==> config.mk <==
export PLATFORM = sky130hd
export DESIGN_NAME = circle_record_text_parser_top
export DESIGN_NICKNAME = d
export VERILOG_FILES = /design/src/hdl/crtp_pkg.sv /design/src/hdl/circle_record_text_parser_top.sv /design/src/hdl/crtp_parser.sv /design/src/hdl/crtp_res_fifo.sv
export SDC_FILE = /design/constraint.sdc
export NUM_CORES = 2
export LEC_CHECK = 0
export BUFFER_PORTS_ARGS = -buffer_cell sky130_fd_sc_hd__buf_2
export CAP_MARGIN = 10
export CORE_AREA = 2 2 328 330
export DETAILED_ROUTE_END_ITERATION = 8
export DIE_AREA = 0 0 330 332
export PLACE_DENSITY = 0.56
export SYNTH_ARGS = -nofsm -noshare
export SYNTH_HDL_FRONTEND = slang
export SYNTH_SLANG_ARGS = --single-unit
==> constraint.sdc <==
create_clock -name i_clk -period 12.24 [get_ports i_clk]
set_clock_uncertainty 0.05 [all_clocks]
set_input_delay 1.836 -clock i_clk [delete_from_list [all_inputs] [get_ports i_clk]]
set_output_delay 1.836 -clock i_clk [all_outputs]
set_load 0.005 [all_outputs]
==> src/hdl/crtp_pkg.sv <==
`timescale 1ns / 1ps

package crtp_pkg;

    localparam int COORD_BITS      = 32;
    localparam int LINE_BITS       = 16;
    localparam int MAX_FRAC_DIGITS = 9;
    localparam int RAD_BITS        = 32;
    localparam int IDX_BITS        = 16;
    localparam int FRAC_BITS       = $clog2(MAX_FRAC_DIGITS + 1);
    localparam int ACC_BITS        = (COORD_BITS > RAD_BITS) ? COORD_BITS : RAD_BITS;
    localparam int PROD_BITS       = ACC_BITS + 4;

    localparam int FIFO_DEPTH = 4;
    localparam int PTR_BITS   = $clog2(FIFO_DEPTH);
    localparam int CNT_BITS   = $clog2(FIFO_DEPTH + 1);

    // result kinds
    localparam logic [1:0] KIND_CIRCLE    = 2'd0;
    localparam logic [1:0] KIND_ERROR     = 2'd1;
    localparam logic [1:0] KIND_END_OK    = 2'd2;
    localparam logic [1:0] KIND_END_TRUNC = 2'd3;

    // error codes
    localparam logic [2:0] ERR_NONE     = 3'd0;
    localparam logic [2:0] ERR_NAME     = 3'd1;
    localparam logic [2:0] ERR_OPEN     = 3'd2;
    localparam logic [2:0] ERR_COORD    = 3'd3;
    localparam logic [2:0] ERR_COMMA    = 3'd4;
    localparam logic [2:0] ERR_RADIUS   = 3'd5;
    localparam logic [2:0] ERR_CLOSE    = 3'd6;

    // characters
    localparam logic [7:0] CH_NUL    = 8'h00;
    localparam logic [7:0] CH_NL     = 8'h0A;
    localparam logic [7:0] CH_SPACE  = 8'h20;
    localparam logic [7:0] CH_OPEN   = 8'h28;
    localparam logic [7:0] CH_CLOSE  = 8'h29;
    localparam logic [7:0] CH_COMMA  = 8'h2C;
    localparam logic [7:0] CH_MINUS  = 8'h2D;
    localparam logic [7:0] CH_POINT  = 8'h2E;
    localparam logic [7:0] CH_ZERO   = 8'd48;
    localparam logic [7:0] CH_C      = 8'h63;
    localparam logic [2:0] NAME_LEN  = 3'd6;

    typedef struct packed {
        logic [1:0]            kind;
        logic [2:0]            error_code;
        logic [LINE_BITS-1:0]  line_number;
        logic [IDX_BITS-1:0]   circle_index;
        logic [COORD_BITS-1:0] x_value;
        logic [COORD_BITS-1:0] y_value;
        logic [RAD_BITS-1:0]   radius_mantissa;
        logic [FRAC_BITS-1:0]  radius_frac_digits;
        logic                  last_of_run;
    } t_res;

    // up to two results per byte: the parse result first, then the end mark
    typedef struct packed {
        logic p_valid;
        t_res p;
        logic e_valid;
        t_res e;
    } t_push;

    function automatic logic [7:0] name_char(input logic [2:0] pos);
        logic [7:0] ch;
        unique case (pos)
            3'd0:    ch = 8'h63; // c
            3'd1:    ch = 8'h69; // i
            3'd2:    ch = 8'h72; // r
            3'd3:    ch = 8'h63; // c
            3'd4:    ch = 8'h6C; // l
            3'd5:    ch = 8'h65; // e
            default: ch = 8'h00;
        endcase
        return ch;
    endfunction

endpackage

==> src/hdl/circle_record_text_parser_top.sv <==
`timescale 1ns / 1ps

// Circle record text parser. Feed the text one byte per request; lines of the
// form circle(x y, r) come out as circle results, the first fault on a line as
// an error result with its line number, and a zero byte or a byte flagged last
// closes the text with an end mark (ok or truncated) and returns the parser to
// its reset state. Rate: one byte per cycle while the result queue has room.
// A byte is held in an input register and parsed by the parser's state update
// once the queue has room; its results are queued in a four-entry result queue
// and shown at the output from there. A byte that both closes a record and
// ends the text gives two results, which drain one per cycle unless the receiver
// stalls; the input stalls only while the queue cannot take two more results.
module circle_record_text_parser_top (
    input  logic        i_clk,
    input  logic        i_rst_n,
    input  logic        i_valid,
    output logic        o_stall,
    input  logic [7:0]  i_byte_value,
    input  logic        i_last_byte,
    output logic        o_valid,
    input  logic        i_stall,
    output logic [1:0]  o_kind,
    output logic [2:0]  o_error_code,
    output logic [15:0] o_line_number,
    output logic [15:0] o_circle_index,
    output logic [31:0] o_x_value,
    output logic [31:0] o_y_value,
    output logic [31:0] o_radius_mantissa,
    output logic [3:0]  o_radius_frac_digits,
    output logic        o_last_of_run
);

    logic            r_in_valid;
    logic [7:0]      r_in_byte;
    logic            r_in_last;
    logic            room;
    logic            step;
    logic            accept;
    logic            pop;
    crtp_pkg::t_push push;
    crtp_pkg::t_res  head;

    // parse the held byte only when the queue can take both possible results
    assign step    = r_in_valid && room;
    assign o_stall = r_in_valid && !room;
    assign accept  = i_valid && !o_stall;
    assign pop     = o_valid && !i_stall;

    // hold the request until the parser takes it
    always_ff @(posedge i_clk) begin
        if (!i_rst_n) begin
            r_in_valid <= 1'b0;
        end else if (accept) begin
            r_in_valid <= 1'b1;
        end else if (step) begin
            r_in_valid <= 1'b0;
        end
    end

    always_ff @(posedge i_clk) begin
        if (accept) begin
            r_in_byte <= i_byte_value;
            r_in_last <= i_last_byte;
        end
    end

    crtp_parser u_parser (
        .i_clk   (i_clk),
        .i_rst_n (i_rst_n),
        .i_step  (step),
        .i_byte  (r_in_byte),
        .i_last  (r_in_last),
        .o_push  (push)
    );

    crtp_res_fifo u_fifo (
        .i_clk   (i_clk),
        .i_rst_n (i_rst_n),
        .i_push  (push),
        .i_pop   (pop),
        .o_room  (room),
        .o_valid (o_valid),
        .o_head  (head)
    );

    assign o_kind               = head.kind;
    assign o_error_code         = head.error_code;
    assign o_line_number        = head.line_number;
    assign o_circle_index       = head.circle_index;
    assign o_x_value            = head.x_value;
    assign o_y_value            = head.y_value;
    assign o_radius_mantissa    = head.radius_mantissa;
    assign o_radius_frac_digits = head.radius_frac_digits;
    assign o_last_of_run        = head.last_of_run;

endmodule

==> src/hdl/crtp_parser.sv <==
`timescale 1ns / 1ps

module crtp_parser (
    input  logic                 i_clk,
    input  logic                 i_rst_n,
    input  logic                 i_step,
    input  logic [7:0]           i_byte,
    input  logic                 i_last,
    output crtp_pkg::t_push      o_push
);

    localparam logic [3:0] PH_IDLE       = 4'd0;
    localparam logic [3:0] PH_NAME       = 4'd1;
    localparam logic [3:0] PH_AFTER_NAME = 4'd2;
    localparam logic [3:0] PH_BX         = 4'd3;
    localparam logic [3:0] PH_XS         = 4'd4;
    localparam logic [3:0] PH_XD         = 4'd5;
    localparam logic [3:0] PH_BY         = 4'd6;
    localparam logic [3:0] PH_YS         = 4'd7;
    localparam logic [3:0] PH_YD         = 4'd8;
    localparam logic [3:0] PH_AFTER_Y    = 4'd9;
    localparam logic [3:0] PH_BR         = 4'd10;
    localparam logic [3:0] PH_RD         = 4'd11;
    localparam logic [3:0] PH_AFTER_R    = 4'd12;

    localparam int PW = crtp_pkg::PROD_BITS;
    localparam int CB = crtp_pkg::COORD_BITS;
    localparam logic [PW-1:0] COORD_CAP = PW'(1) << (CB - 1);
    localparam logic [PW-1:0] RAD_CAP   = PW'({crtp_pkg::RAD_BITS{1'b1}});
    localparam logic [CB-1:0] COORD_MAX = {1'b0, {(CB-1){1'b1}}};
    localparam logic [crtp_pkg::FRAC_BITS-1:0] FRAC_MAX =
        crtp_pkg::FRAC_BITS'(crtp_pkg::MAX_FRAC_DIGITS);

    logic [3:0]                          r_phase, n_phase;
    logic [2:0]                          r_pos, n_pos;
    logic [crtp_pkg::LINE_BITS-1:0]      r_line, n_line;
    logic [crtp_pkg::IDX_BITS-1:0]       r_rec, n_rec;
    logic [crtp_pkg::ACC_BITS-1:0]       r_acc, n_acc;
    logic                                r_neg, n_neg;
    logic [CB-1:0]                       r_x, n_x;
    logic [CB-1:0]                       r_y, n_y;
    logic [crtp_pkg::FRAC_BITS-1:0]      r_frac, n_frac;
    logic                                r_point, n_point;
    logic                                r_skip, n_skip;

    logic                                digit;
    logic [3:0]                          dval;
    logic [PW-1:0]                       prod;
    logic [crtp_pkg::ACC_BITS-1:0]       acc_coord, acc_rad;
    logic [CB-1:0]                       mag, coord;
    logic [crtp_pkg::LINE_BITS-1:0]      line_inc;
    logic [3:0]                          eff;
    logic                                fail;
    logic [2:0]                          fail_code;
    logic                                ends;
    logic                                parse;

    assign digit = (i_byte >= crtp_pkg::CH_ZERO) && (i_byte < crtp_pkg::CH_ZERO + 8'd10);
    assign dval  = digit ? 4'(i_byte - crtp_pkg::CH_ZERO) : 4'd0;

    // times ten plus digit, as shift and add
    assign prod = (PW'(r_acc) << 3) + (PW'(r_acc) << 1) + PW'(dval);
    assign acc_coord = (prod > COORD_CAP) ? crtp_pkg::ACC_BITS'(COORD_CAP)
                                          : prod[crtp_pkg::ACC_BITS-1:0];
    assign acc_rad   = (prod > RAD_CAP) ? crtp_pkg::ACC_BITS'(RAD_CAP)
                                        : prod[crtp_pkg::ACC_BITS-1:0];

    // clamp positive side, negate magnitude for negative side
    always_comb begin
        mag = r_acc[CB-1:0];
        if (!r_neg && mag > COORD_MAX) mag = COORD_MAX;
        coord = r_neg ? (~mag + CB'(1)) : mag;
    end

    assign line_inc = (r_line == {crtp_pkg::LINE_BITS{1'b1}}) ? r_line
                                                              : r_line + crtp_pkg::LINE_BITS'(1);
    assign parse = i_step && (i_byte != crtp_pkg::CH_NUL);
    assign ends  = i_step && ((i_byte == crtp_pkg::CH_NUL) || i_last);

    always_comb begin
        n_phase   = r_phase;
        n_pos     = r_pos;
        n_line    = r_line;
        n_rec     = r_rec;
        n_acc     = r_acc;
        n_neg     = r_neg;
        n_x       = r_x;
        n_y       = r_y;
        n_frac    = r_frac;
        n_point   = r_point;
        n_skip    = r_skip;
        fail      = 1'b0;
        fail_code = crtp_pkg::ERR_NONE;
        eff       = r_phase;
        o_push    = '0;

        if (parse && r_skip) begin
            if (i_byte == crtp_pkg::CH_NL) begin
                n_skip = 1'b0;
                n_line = line_inc;
            end
        end else if (parse) begin
            // a byte that closes a number is handled again by the next part
            if (r_phase == PH_XD && !digit) begin
                n_x = coord;
                eff = PH_BY;
            end else if (r_phase == PH_YD && !digit) begin
                n_y = coord;
                eff = PH_AFTER_Y;
            end else if (r_phase == PH_RD && !digit
                         && !(i_byte == crtp_pkg::CH_POINT && !r_point)) begin
                eff = PH_AFTER_R;
            end
            n_phase = eff;

            unique case (eff) inside
                PH_IDLE: begin
                    if (i_byte == crtp_pkg::CH_C) begin
                        n_phase = PH_NAME;
                        n_pos   = 3'd1;
                    end else if (i_byte == crtp_pkg::CH_NL) begin
                        n_line = line_inc;
                    end
                end
                PH_NAME: begin
                    if (r_pos < crtp_pkg::NAME_LEN
                            && i_byte == crtp_pkg::name_char(r_pos)) begin
                        n_pos = r_pos + 3'd1;
                        if (n_pos == crtp_pkg::NAME_LEN) n_phase = PH_AFTER_NAME;
                    end else begin
                        fail = 1'b1; fail_code = crtp_pkg::ERR_NAME;
                    end
                end
                PH_AFTER_NAME: begin
                    if (i_byte == crtp_pkg::CH_OPEN) n_phase = PH_BX;
                    else if (i_byte != crtp_pkg::CH_SPACE) begin
                        fail = 1'b1; fail_code = crtp_pkg::ERR_OPEN;
                    end
                end
                PH_BX, PH_BY: begin
                    if (i_byte == crtp_pkg::CH_MINUS) begin
                        n_neg   = 1'b1;
                        n_acc   = '0;
                        n_phase = (eff == PH_BX) ? PH_XS : PH_YS;
                    end else if (digit) begin
                        n_neg   = 1'b0;
                        n_acc   = crtp_pkg::ACC_BITS'(dval);
                        n_phase = (eff == PH_BX) ? PH_XD : PH_YD;
                    end else if (i_byte != crtp_pkg::CH_SPACE) begin
                        fail = 1'b1; fail_code = crtp_pkg::ERR_COORD;
                    end
                end
                PH_XS, PH_YS: begin
                    if (digit) begin
                        n_acc   = crtp_pkg::ACC_BITS'(dval);
                        n_phase = (eff == PH_XS) ? PH_XD : PH_YD;
                    end else begin
                        fail = 1'b1; fail_code = crtp_pkg::ERR_COORD;
                    end
                end
                PH_XD, PH_YD: begin
                    n_acc = acc_coord;
                end
                PH_AFTER_Y: begin
                    if (i_byte == crtp_pkg::CH_COMMA) n_phase = PH_BR;
                    else if (i_byte != crtp_pkg::CH_SPACE) begin
                        fail = 1'b1; fail_code = crtp_pkg::ERR_COMMA;
                    end
                end
                PH_BR: begin
                    if (digit) begin
                        n_acc   = crtp_pkg::ACC_BITS'(dval);
                        n_point = 1'b0;
                        n_frac  = '0;
                        n_phase = PH_RD;
                    end else if (i_byte != crtp_pkg::CH_SPACE) begin
                        fail = 1'b1; fail_code = crtp_pkg::ERR_RADIUS;
                    end
                end
                PH_RD: begin
                    if (!digit) begin
                        n_point = 1'b1;
                    end else if (!(r_point && r_frac >= FRAC_MAX)) begin
                        n_acc = acc_rad;
                        if (r_point) n_frac = r_frac + crtp_pkg::FRAC_BITS'(1);
                    end
                end
                PH_AFTER_R: begin
                    if (i_byte == crtp_pkg::CH_CLOSE) begin
                        o_push.p_valid              = 1'b1;
                        o_push.p.kind               = crtp_pkg::KIND_CIRCLE;
                        o_push.p.error_code         = crtp_pkg::ERR_NONE;
                        o_push.p.line_number        = r_line;
                        o_push.p.circle_index       = r_rec;
                        o_push.p.x_value            = n_x;
                        o_push.p.y_value            = n_y;
                        o_push.p.radius_mantissa    = r_acc[crtp_pkg::RAD_BITS-1:0];
                        o_push.p.radius_frac_digits = r_frac;
                        if (r_rec != {crtp_pkg::IDX_BITS{1'b1}}) begin
                            n_rec = r_rec + crtp_pkg::IDX_BITS'(1);
                        end
                        n_phase = PH_IDLE;
                        n_pos   = 3'd0;
                    end else if (i_byte != crtp_pkg::CH_SPACE) begin
                        fail = 1'b1; fail_code = crtp_pkg::ERR_CLOSE;
                    end
                end
                default: n_phase = PH_IDLE;
            endcase

            if (fail) begin
                o_push.p_valid      = 1'b1;
                o_push.p.kind       = crtp_pkg::KIND_ERROR;
                o_push.p.error_code = fail_code;
                o_push.p.line_number = r_line;
                n_phase = PH_IDLE;
                n_pos   = 3'd0;
                if (i_byte == crtp_pkg::CH_NL) n_line = line_inc;
                else n_skip = 1'b1;
            end
        end

        o_push.p.last_of_run = !ends;

        if (ends) begin
            o_push.e_valid        = 1'b1;
            o_push.e.kind         = (n_phase == PH_IDLE) ? crtp_pkg::KIND_END_OK
                                                         : crtp_pkg::KIND_END_TRUNC;
            o_push.e.error_code   = crtp_pkg::ERR_NONE;
            o_push.e.line_number  = n_line;
            o_push.e.circle_index = n_rec;
            o_push.e.last_of_run  = 1'b1;
            // end of text returns the whole parser to its reset state
            n_phase = PH_IDLE;
            n_pos   = 3'd0;
            n_line  = crtp_pkg::LINE_BITS'(1);
            n_rec   = '0;
            n_acc   = '0;
            n_neg   = 1'b0;
            n_x     = '0;
            n_y     = '0;
            n_frac  = '0;
            n_point = 1'b0;
            n_skip  = 1'b0;
        end
    end

    always_ff @(posedge i_clk) begin
        if (!i_rst_n) begin
            r_phase <= PH_IDLE;
            r_pos   <= 3'd0;
            r_line  <= crtp_pkg::LINE_BITS'(1);
            r_rec   <= '0;
            r_acc   <= '0;
            r_neg   <= 1'b0;
            r_x     <= '0;
            r_y     <= '0;
            r_frac  <= '0;
            r_point <= 1'b0;
            r_skip  <= 1'b0;
        end else begin
            r_phase <= n_phase;
            r_pos   <= n_pos;
            r_line  <= n_line;
            r_rec   <= n_rec;
            r_acc   <= n_acc;
            r_neg   <= n_neg;
            r_x     <= n_x;
            r_y     <= n_y;
            r_frac  <= n_frac;
            r_point <= n_point;
            r_skip  <= n_skip;
        end
    end

    a_skip_idle: assert property (@(posedge i_clk) disable iff (!i_rst_n)
        r_skip |-> (r_phase == PH_IDLE))
        else $error("skipping a line outside the idle phase");

    a_end_resets: assert property (@(posedge i_clk) disable iff (!i_rst_n)
        ends |=> (r_line == crtp_pkg::LINE_BITS'(1)) && (r_rec == '0) && !r_skip)
        else $error("end of text did not return the parser to reset");

    a_frac_bound: assert property (@(posedge i_clk) disable iff (!i_rst_n)
        r_frac <= FRAC_MAX)
        else $error("fraction digit count beyond its limit");

endmodule

==> src/hdl/crtp_res_fifo.sv <==
`timescale 1ns / 1ps

module crtp_res_fifo (
    input  logic             i_clk,
    input  logic             i_rst_n,
    input  crtp_pkg::t_push  i_push,
    input  logic             i_pop,
    output logic             o_room,
    output logic             o_valid,
    output crtp_pkg::t_res   o_head
);

    localparam int PB = crtp_pkg::PTR_BITS;
    localparam int CB = crtp_pkg::CNT_BITS;

    crtp_pkg::t_res  r_mem [crtp_pkg::FIFO_DEPTH];
    logic [PB-1:0]   r_wr, r_rd;
    logic [CB-1:0]   r_cnt;
    logic [PB-1:0]   wr_e;
    logic [1:0]      n_push;

    assign o_room  = (r_cnt <= CB'(crtp_pkg::FIFO_DEPTH - 2));
    assign o_valid = (r_cnt != '0);
    assign o_head  = r_mem[r_rd];
    assign wr_e    = r_wr + PB'(i_push.p_valid);
    assign n_push  = 2'(i_push.p_valid) + 2'(i_push.e_valid);

    always_ff @(posedge i_clk) begin
        if (i_push.p_valid) r_mem[r_wr] <= i_push.p;
        if (i_push.e_valid) r_mem[wr_e] <= i_push.e;
    end

    always_ff @(posedge i_clk) begin
        if (!i_rst_n) begin
            r_wr  <= '0;
            r_rd  <= '0;
            r_cnt <= '0;
        end else begin
            r_wr  <= r_wr + PB'(n_push);
            if (i_pop) r_rd <= r_rd + PB'(1);
            r_cnt <= r_cnt + CB'(n_push) - CB'(i_pop);
        end
    end

    a_no_overflow: assert property (@(posedge i_clk) disable iff (!i_rst_n)
        (n_push != 2'd0) |-> o_room)
        else $error("result pushed without room");

    a_no_underflow: assert property (@(posedge i_clk) disable iff (!i_rst_n)
        i_pop |-> o_valid)
        else $error("result popped from an empty queue");

    a_count_bound: assert property (@(posedge i_clk) disable iff (!i_rst_n)
        r_cnt <= CB'(crtp_pkg::FIFO_DEPTH))
        else $error("result count beyond queue depth");

endmodule

# ---- Word level (Yosys, flattened, before mapping)
# Memory sizes are Yosys's and may differ from the RTL's. A register that Yosys moved wholly into a read port is not among the register bits.
# Cells that the tools add are included.
dict set report word_totals {
  input_bits 13
  regBits 159
  wordCells 249
  ram_bits 552
  output_inout_bits 140
  mem_count 1
}
dict set report classes {
  eq_ne 42
  add_sub_neg 14
  n_mux 112
  n_bitwise 3
  n_reduce_logical 52
  n_lt_le_gt_ge 8
}
# name words word_bits rd rd_clocked_by_memory_dff write_ports line_no
set memory_table {}
lappend memory_table {u_fifo.r_mem 4 138 1 1 2 crtp_res_fifo.sv:16} ;# crtp_pkg::t_res r_mem [crtp_pkg::FIFO_DEPTH];
# operator count
set ops {}
lappend ops {{two-way mux 138 bit} 4}
lappend ops {{two-way mux 32 bit} 11}
lappend ops {{two-way mux 16 bit} 13}
lappend ops {{one-hot mux 32 bit (4 select lines)} 1}
lappend ops {{two-way mux 4 bit} 25}
lappend ops {{> comparator 36 x 32 -> 1 bit, second input constant} 2}
lappend ops {{equality test 8 x 6 -> 1 bit, second input constant} 5}
lappend ops {{two-way mux 3 bit} 13}
lappend ops {{two-way mux 38 bit} 1}
lappend ops {{adder 35 x 33 -> 36 bit} 1}
lappend ops {{adder 36 x 4 -> 36 bit} 1}
lappend ops {{one-hot mux 4 bit (9 select lines)} 1}
lappend ops {{one-hot mux 7 bit (5 select lines)} 1}
lappend ops {{adder 16 x 1 -> 16 bit, second input constant} 2}
lappend ops {{adder 32 x 1 -> 32 bit, second input constant} 1}
lappend ops {{> comparator 32 x 31 -> 1 bit, second input constant} 1}
lappend ops {{inverter 32 bit} 1}
lappend ops {{equality test 4 bit, second input constant} 7}
lappend ops {{two-way mux 1 bit} 27}
lappend ops {{two-way mux 8 bit} 3}
lappend ops {{two-way mux 22 bit} 1}
lappend ops {{one-hot mux 3 bit (7 select lines)} 1}
lappend ops {{equality test 4 x 3 -> 1 bit, second input constant} 5}
lappend ops {{equality test 16 bit, second input constant} 1}
lappend ops {{other kinds (50)} 102}

# ---- Depth between registers and ports, before layout
dict set report depth {
  depth_word 29
  depth_mapped 24
  depth_no_buf 19
}

# ---- Hierarchy
# Synthesis repeated with hierarchy kept, for this count alone.
dict set report hier_totals {
  hier_cells 3320
  hier_area_um2 40701.5
}
# mod instances seq_area_each_um2 cells_per_inst area_each_um2
set modules_own_cells {}
lappend modules_own_cells {crtp_res_fifo 1 16756.1 1386 27308.7}
lappend modules_own_cells {crtp_parser 1 2842.7 1919 13062.5}
lappend modules_own_cells {circle_record_text_parser_top 1 290.3 15 330.3}

# ---- Least setup slack after synthesis
# No wires, ideal clock.
dict set report synth_timing {
  path_kind {reg2reg}
  start {register r_in_byte[2]}
  end {register u_parser.r_acc[10] (netlist name)}
  period_less_slack_ps 5371
  path_stages_with_launch 20
  path_buffers 4
  setup_time_ps 74
  required_ps 12116
  setup_slack_ps 6869
  t_arrival_ps 5247
  path_cell_list {edfxtp_1 -> o21ai_0 -> nand3_1 -> clkbuf_1 -> buf_1 -> nor2_1 -> fa_1 -> fa_1 -> a21o_1 -> a311o_1 -> and2_1 -> o21ai_1 -> a21oi_1 -> a211oi_1 -> mux2i_1 -> and4_1 -> buf_1 -> a41oi_1 -> clkbuf_1 -> o21ai_0}
}
dict set report synth_via {
  elab_chain_len 14
  elab_cells_between_ends 52
  classes_between {2 x add/sub; 4 x order compare; 12 x eq/ne; 13 x mux; 1 x bitwise; 20 x reduce/logical}
}
# element line_no
set synth_lines {}
lappend synth_lines {{from (decl)} circle_record_text_parser_top.sv:34} ;# logic [7:0] r_in_byte;
lappend synth_lines {{from (signal assigned)} circle_record_text_parser_top.sv:62} ;# r_in_byte <= i_byte_value;
lappend synth_lines {{branches (longest 14 deep; another with adder 36 x 4 -> 36 bit)} --}
lappend synth_lines {{to (signal assigned)} crtp_parser.sv:266} ;# r_acc <= n_acc;
lappend synth_lines {{to (decl)} crtp_parser.sv:38} ;# logic [crtp_pkg::ACC_BITS-1:0] r_acc, n_acc;
# Several ways; the timed one is not identified. The select of a mux whose other input is x is not followed.
# A chain may end at the register's enable or synchronous reset.

==> results.md <==
- The path class of the tightest hold or removal check is flop to flop.
- The clock passes through at most 3 buffers.
- The H-tree depth is 3.
- The worst register-to-register path has a depth of 17.
- The final count of hold timing violations was 0.
- The maximum net fanout on the critical path is 76.
- The cell at the slowest stage of the critical path is buf_4.
- The number of vias per cell is 5.43.
- The total of flip-flops plus latches after synthesis is 713.
- The count of hold buffers inserted by post-cts repair is 0.
- Wires add up to 103000 um.
- The tree built by TritonCTS fans out to 713 sinks.
- Dividing the final minimum period by the clock period gives 60.9%.
- The cell that appears most often on the critical path is buf_4.
- Setup slack on the worst reg-to-reg path comes out at 4.78 ns.
- The routed length on met1 is 46100 um.
- The clock buffer count from CTS is 81.
- The average wire per standard cell is 20.6 um.
- The critical path is of the flop to flop type.
- The worst-margin pin slew is 1.16 ns.
- The cell area after technology mapping is 33700 sq um.
- The reported max-cap violation count is 0.
- For the worst setup path, the data arrival time is 7.74 ns.
- The average cell area after synthesis is 9.51 sq um.
- TritonCTS built the clock tree.
- The largest stage delay on the critical path is 0.86 ns.
- The final-report max-slew violation count is 0.
- The worst pin sits at a relative slew slack of 22.3%.
- The first global-routing pass estimated 160000 um of wire.
- The die is 330 um wide.
- For the finished layout, the period the worst path requires is 7.46 ns.
- The final non-filler cell area is 38100 sq um.
- Data on the critical path is required at its endpoint by 12.52 ns.
- In the synthesized netlist the dominant register cell turns out to be dfxtp_1.
- Counting flops with a built-in enable in the synthesized netlist gives 149.
- Cells with a size suffix above 1 make up 14.2% of the layout.
- The startpoint class of the critical path is a flop.
- The worst register-to-register path begins at r_in_byte[2].
- The wire length on met3 is 4740 um.
- The die boundary height is 332 um.
- CTS placed an instance of clkbuf_16 at the clock tree root.
- Clock latency on the worst-skew pair, taken at its later pin, is 0.65 ns.
- Global routing consumed, over all layers together, 18.5% of the routing resources.
- VDD sags by at most 0.0000966 V.
- The signal on the critical path passes through o21ai_0 > nand3_1 > a41o_1 > o31a_1 > and4_4 > nand2b_4 > and2_4 > inv_2 > ha_1 > xor2_1 > nand3_1 > clkinv_1 > a31oi_4 > buf_4 > buf_4 > inv_1 > buf_4.
- The highest metal layer used by the detailed router is met4.
- The number of instances in the synthesized netlist is 3538.
- After detailed placement, the total cell area comes to 35400 sq um.
- In this run the tool buffered the top-level ports with 152 buffer cells.
- The placer's final routability congestion estimate is 0.869.
- The post-CTS setup buffer count is 0.
- Setup repair after global routing left no endpoint under its margin.
- Detailed placement ended at an HPWL of 66300 um.
- In this run the core area contains 120 standard-cell rows.
- Gates resized during post-CTS repair numbered 0.
- The area of the placeable core is 106000 sq um.
- The number of synthesis warnings is 0.
- Along the worst hold path, the cell count comes to 2.
- The critical path starts at r_in_byte[2].
- Setup violations remaining at the end of the flow were counted as 0.
- The first detailed-routing pass took 8 iterations.
- 153 I/O pins were placed.
- The count of different cell masters after synthesis is 89.
- The number of nets handed over by synthesis was 3634.
- After routing, the total negative slack on setup checks comes to 0 ns.
- The leakage power of the design is 13.6 nW.
- For this run, the register share of the synthesized area comes to 46.8%.
- In this run the critical register-to-register path is captured at u_fifo.r_mem[3][118].
- The via count of the first global-routing pass came to 26100.
- Entering global routing, the biggest net connects 78 pins.
- The overall via count from detail_route is 27200.
- The endpoint of the worst hold-timing path is u_fifo.r_mem[2][91].
- The detailed router finished its first iteration with 2239 violations.
- For this run, the post-layout net count is 3626.
- STA classifies the critical path endpoint as a flop.
- The total met2 wirelength after detailed routing is 49400 um.
- The total die area is 110000 sq um.
- The final reports fail on DRC.
- The initial utilization of the core area, before any placement, comes to 31.7%.
- The filler cells instantiated in the layout total 10900.
- The top achievable clock speed is 134 MHz.
- The flow ran to the end, but the final reports show violations.
- Clock-pin slew was measured on the worst setup and hold paths at 0.06 ns.
- Power spread over the standard cell area amounts to 145 nW/um^2.
- The count of antenna-violating nets left after detailed routing is 0.
- The critical hold path startpoint is u_fifo.r_mem[2][91].
- The area growth from synthesis to final layout is 13.3%.
- For this run, design rule violations remaining after detail routing come to 3.
- The proportion of synthesized flip-flops having asynchronous set or reset is 0%.
- The initial antenna violation count is 8.
- The sum of overflow across all layers after global routing is 0.
==> worst max path at each step <==
stage | depth (start not counted) | endpoint
finish | 17 | u_fifo.r_mem[3][118]
global route | 19 | u_fifo.r_mem[0][117]
CTS | 17 | u_fifo.r_mem[3][136]
detailed placement | 17 | u_fifo.r_mem[3][102]
global placement | 17 | u_fifo.r_mem[3][108]
floorplan | 19 | u_parser.r_acc[10]
==> metal layers <==
layer / vias up / track usage (%)
li1: 12900 / -
met1: 13400 / 25.2
met2: 773 / 30.9
met3: 153 / 2.09
met4: 0 / 5.21
met5: - / 0
==> flip-flops by register name (all words and copies together) (netlist names), 2 cells and up, named ones only <==
| name | count |
|---|---|
| u_parser.r_acc | 32 |
| u_parser.r_frac | 4 |
| u_parser.r_x | 32 |
| u_parser.r_phase | 4 |
| u_fifo.r_mem | 552 |
| r_in_byte | 8 |
| u_parser.r_line | 16 |
| u_fifo.r_wr | 2 |
| u_parser.r_y | 32 |
| u_parser.r_rec | 16 |
| u_parser.r_pos | 3 |
| u_fifo.r_rd | 2 |
| u_fifo.r_cnt | 3 |
==> layout make-up <==
type | instances | area (sq um) | area share (%)
multi-input cells | 2503 | 16600 | 43.6
flip-flops and latches | 713 | 15800 | 41.4
clock buffers | 116 | 2290 | 6.00
well taps | 1403 | 1760 | 4.60
repair buffers | 197 | 1100 | 2.88
clock inverters | 33 | 444 | 1.16
inverters | 34 | 128 | 0.335
diodes | 1 | 2.50 | 0.00656
==> where the power goes <==
group	switching [mW]	internal (mW)
clock network	1.02	1.47
registers	0.0658	2.44
logic	0.314	0.228
total	1.40	4.13
==> cells in the final DEF, fill, tap and decap left out, drive strengths merged, types with 6 or more instances in the layout <==
cell type / instances
a211oi: 36
a21o: 20
a21oi: 193
a22o: 153
a22oi: 11
a31oi: 54
a32o: 10
and2: 25
and3: 22
buf: 197
bufinv: 7
clkbuf: 116
clkinv: 24
dfxtp: 564
edfxtp: 149
ha: 80
inv: 35
mux2i: 28
mux4: 138
nand2: 594
nand2b: 17
nand3: 40
nand4: 24
nor2: 257
nor2b: 13
nor3: 70
nor3b: 6
nor4: 15
o21a: 13
o21ai: 435
o21bai: 7
o22ai: 32
o31a: 6
o31ai: 27
or2: 9
or3: 24
or4: 8
xnor2: 35
xor2: 29
==> metrics by stage <==
stage	hold slack (ns)	setup WS [ns]	instances	util [%]	power (mW)
6_report	0.396	4.78	5000	35.9	5.53
5_1_grt	0.412	4.04	5000	35.9	5.72
4_1_cts	0.399	4.82	4999	35.9	5.59
3_5_place_dp	0.387	4.88	4850	33.3	3.11
3_3_place_gp	0.378	5.02	4850	33.3	3.10
2_1_floorplan	0.369	6.87	3538	-	2.91
==> synth_stat cells (40+ instances only) <==
master	count	area, sq um
o21ai_0	376	1880
dfxtp_1	564	11300
ha_1	80	1000
edfxtp_1	149	4470
o21ai_1	59	295
nor2_1	256	961
nor3_1	69	345
a31oi_1	53	332
nand3_1	40	200
nand2_1	593	2230
clkbuf_1	197	739
a21oi_1	192	961
mux4_2	138	3110
a22o_1	153	1340
==> cell families after synthesis <==
kind of cell | share of synthesized area, %
simple gates | 14.8
buf+inv | 4.06
mux | 10.1
flops | 46.8
xor+xnor | 1.67
compound gates | 19.4
fa+ha+maj | 3.15
==> worst max-delay path, delay by kind of cell, from the launching register on <==
kind | cells | cell delay, ns
simple gates | 5 | 1.50
flops | 1 | 0.59
xor+xnor | 1 | 0.09
buf+inv | 6 | 2.76
fa+ha+maj | 1 | 0.28
compound gates | 4 | 1.75
Power figures use the tool's default switching activity.
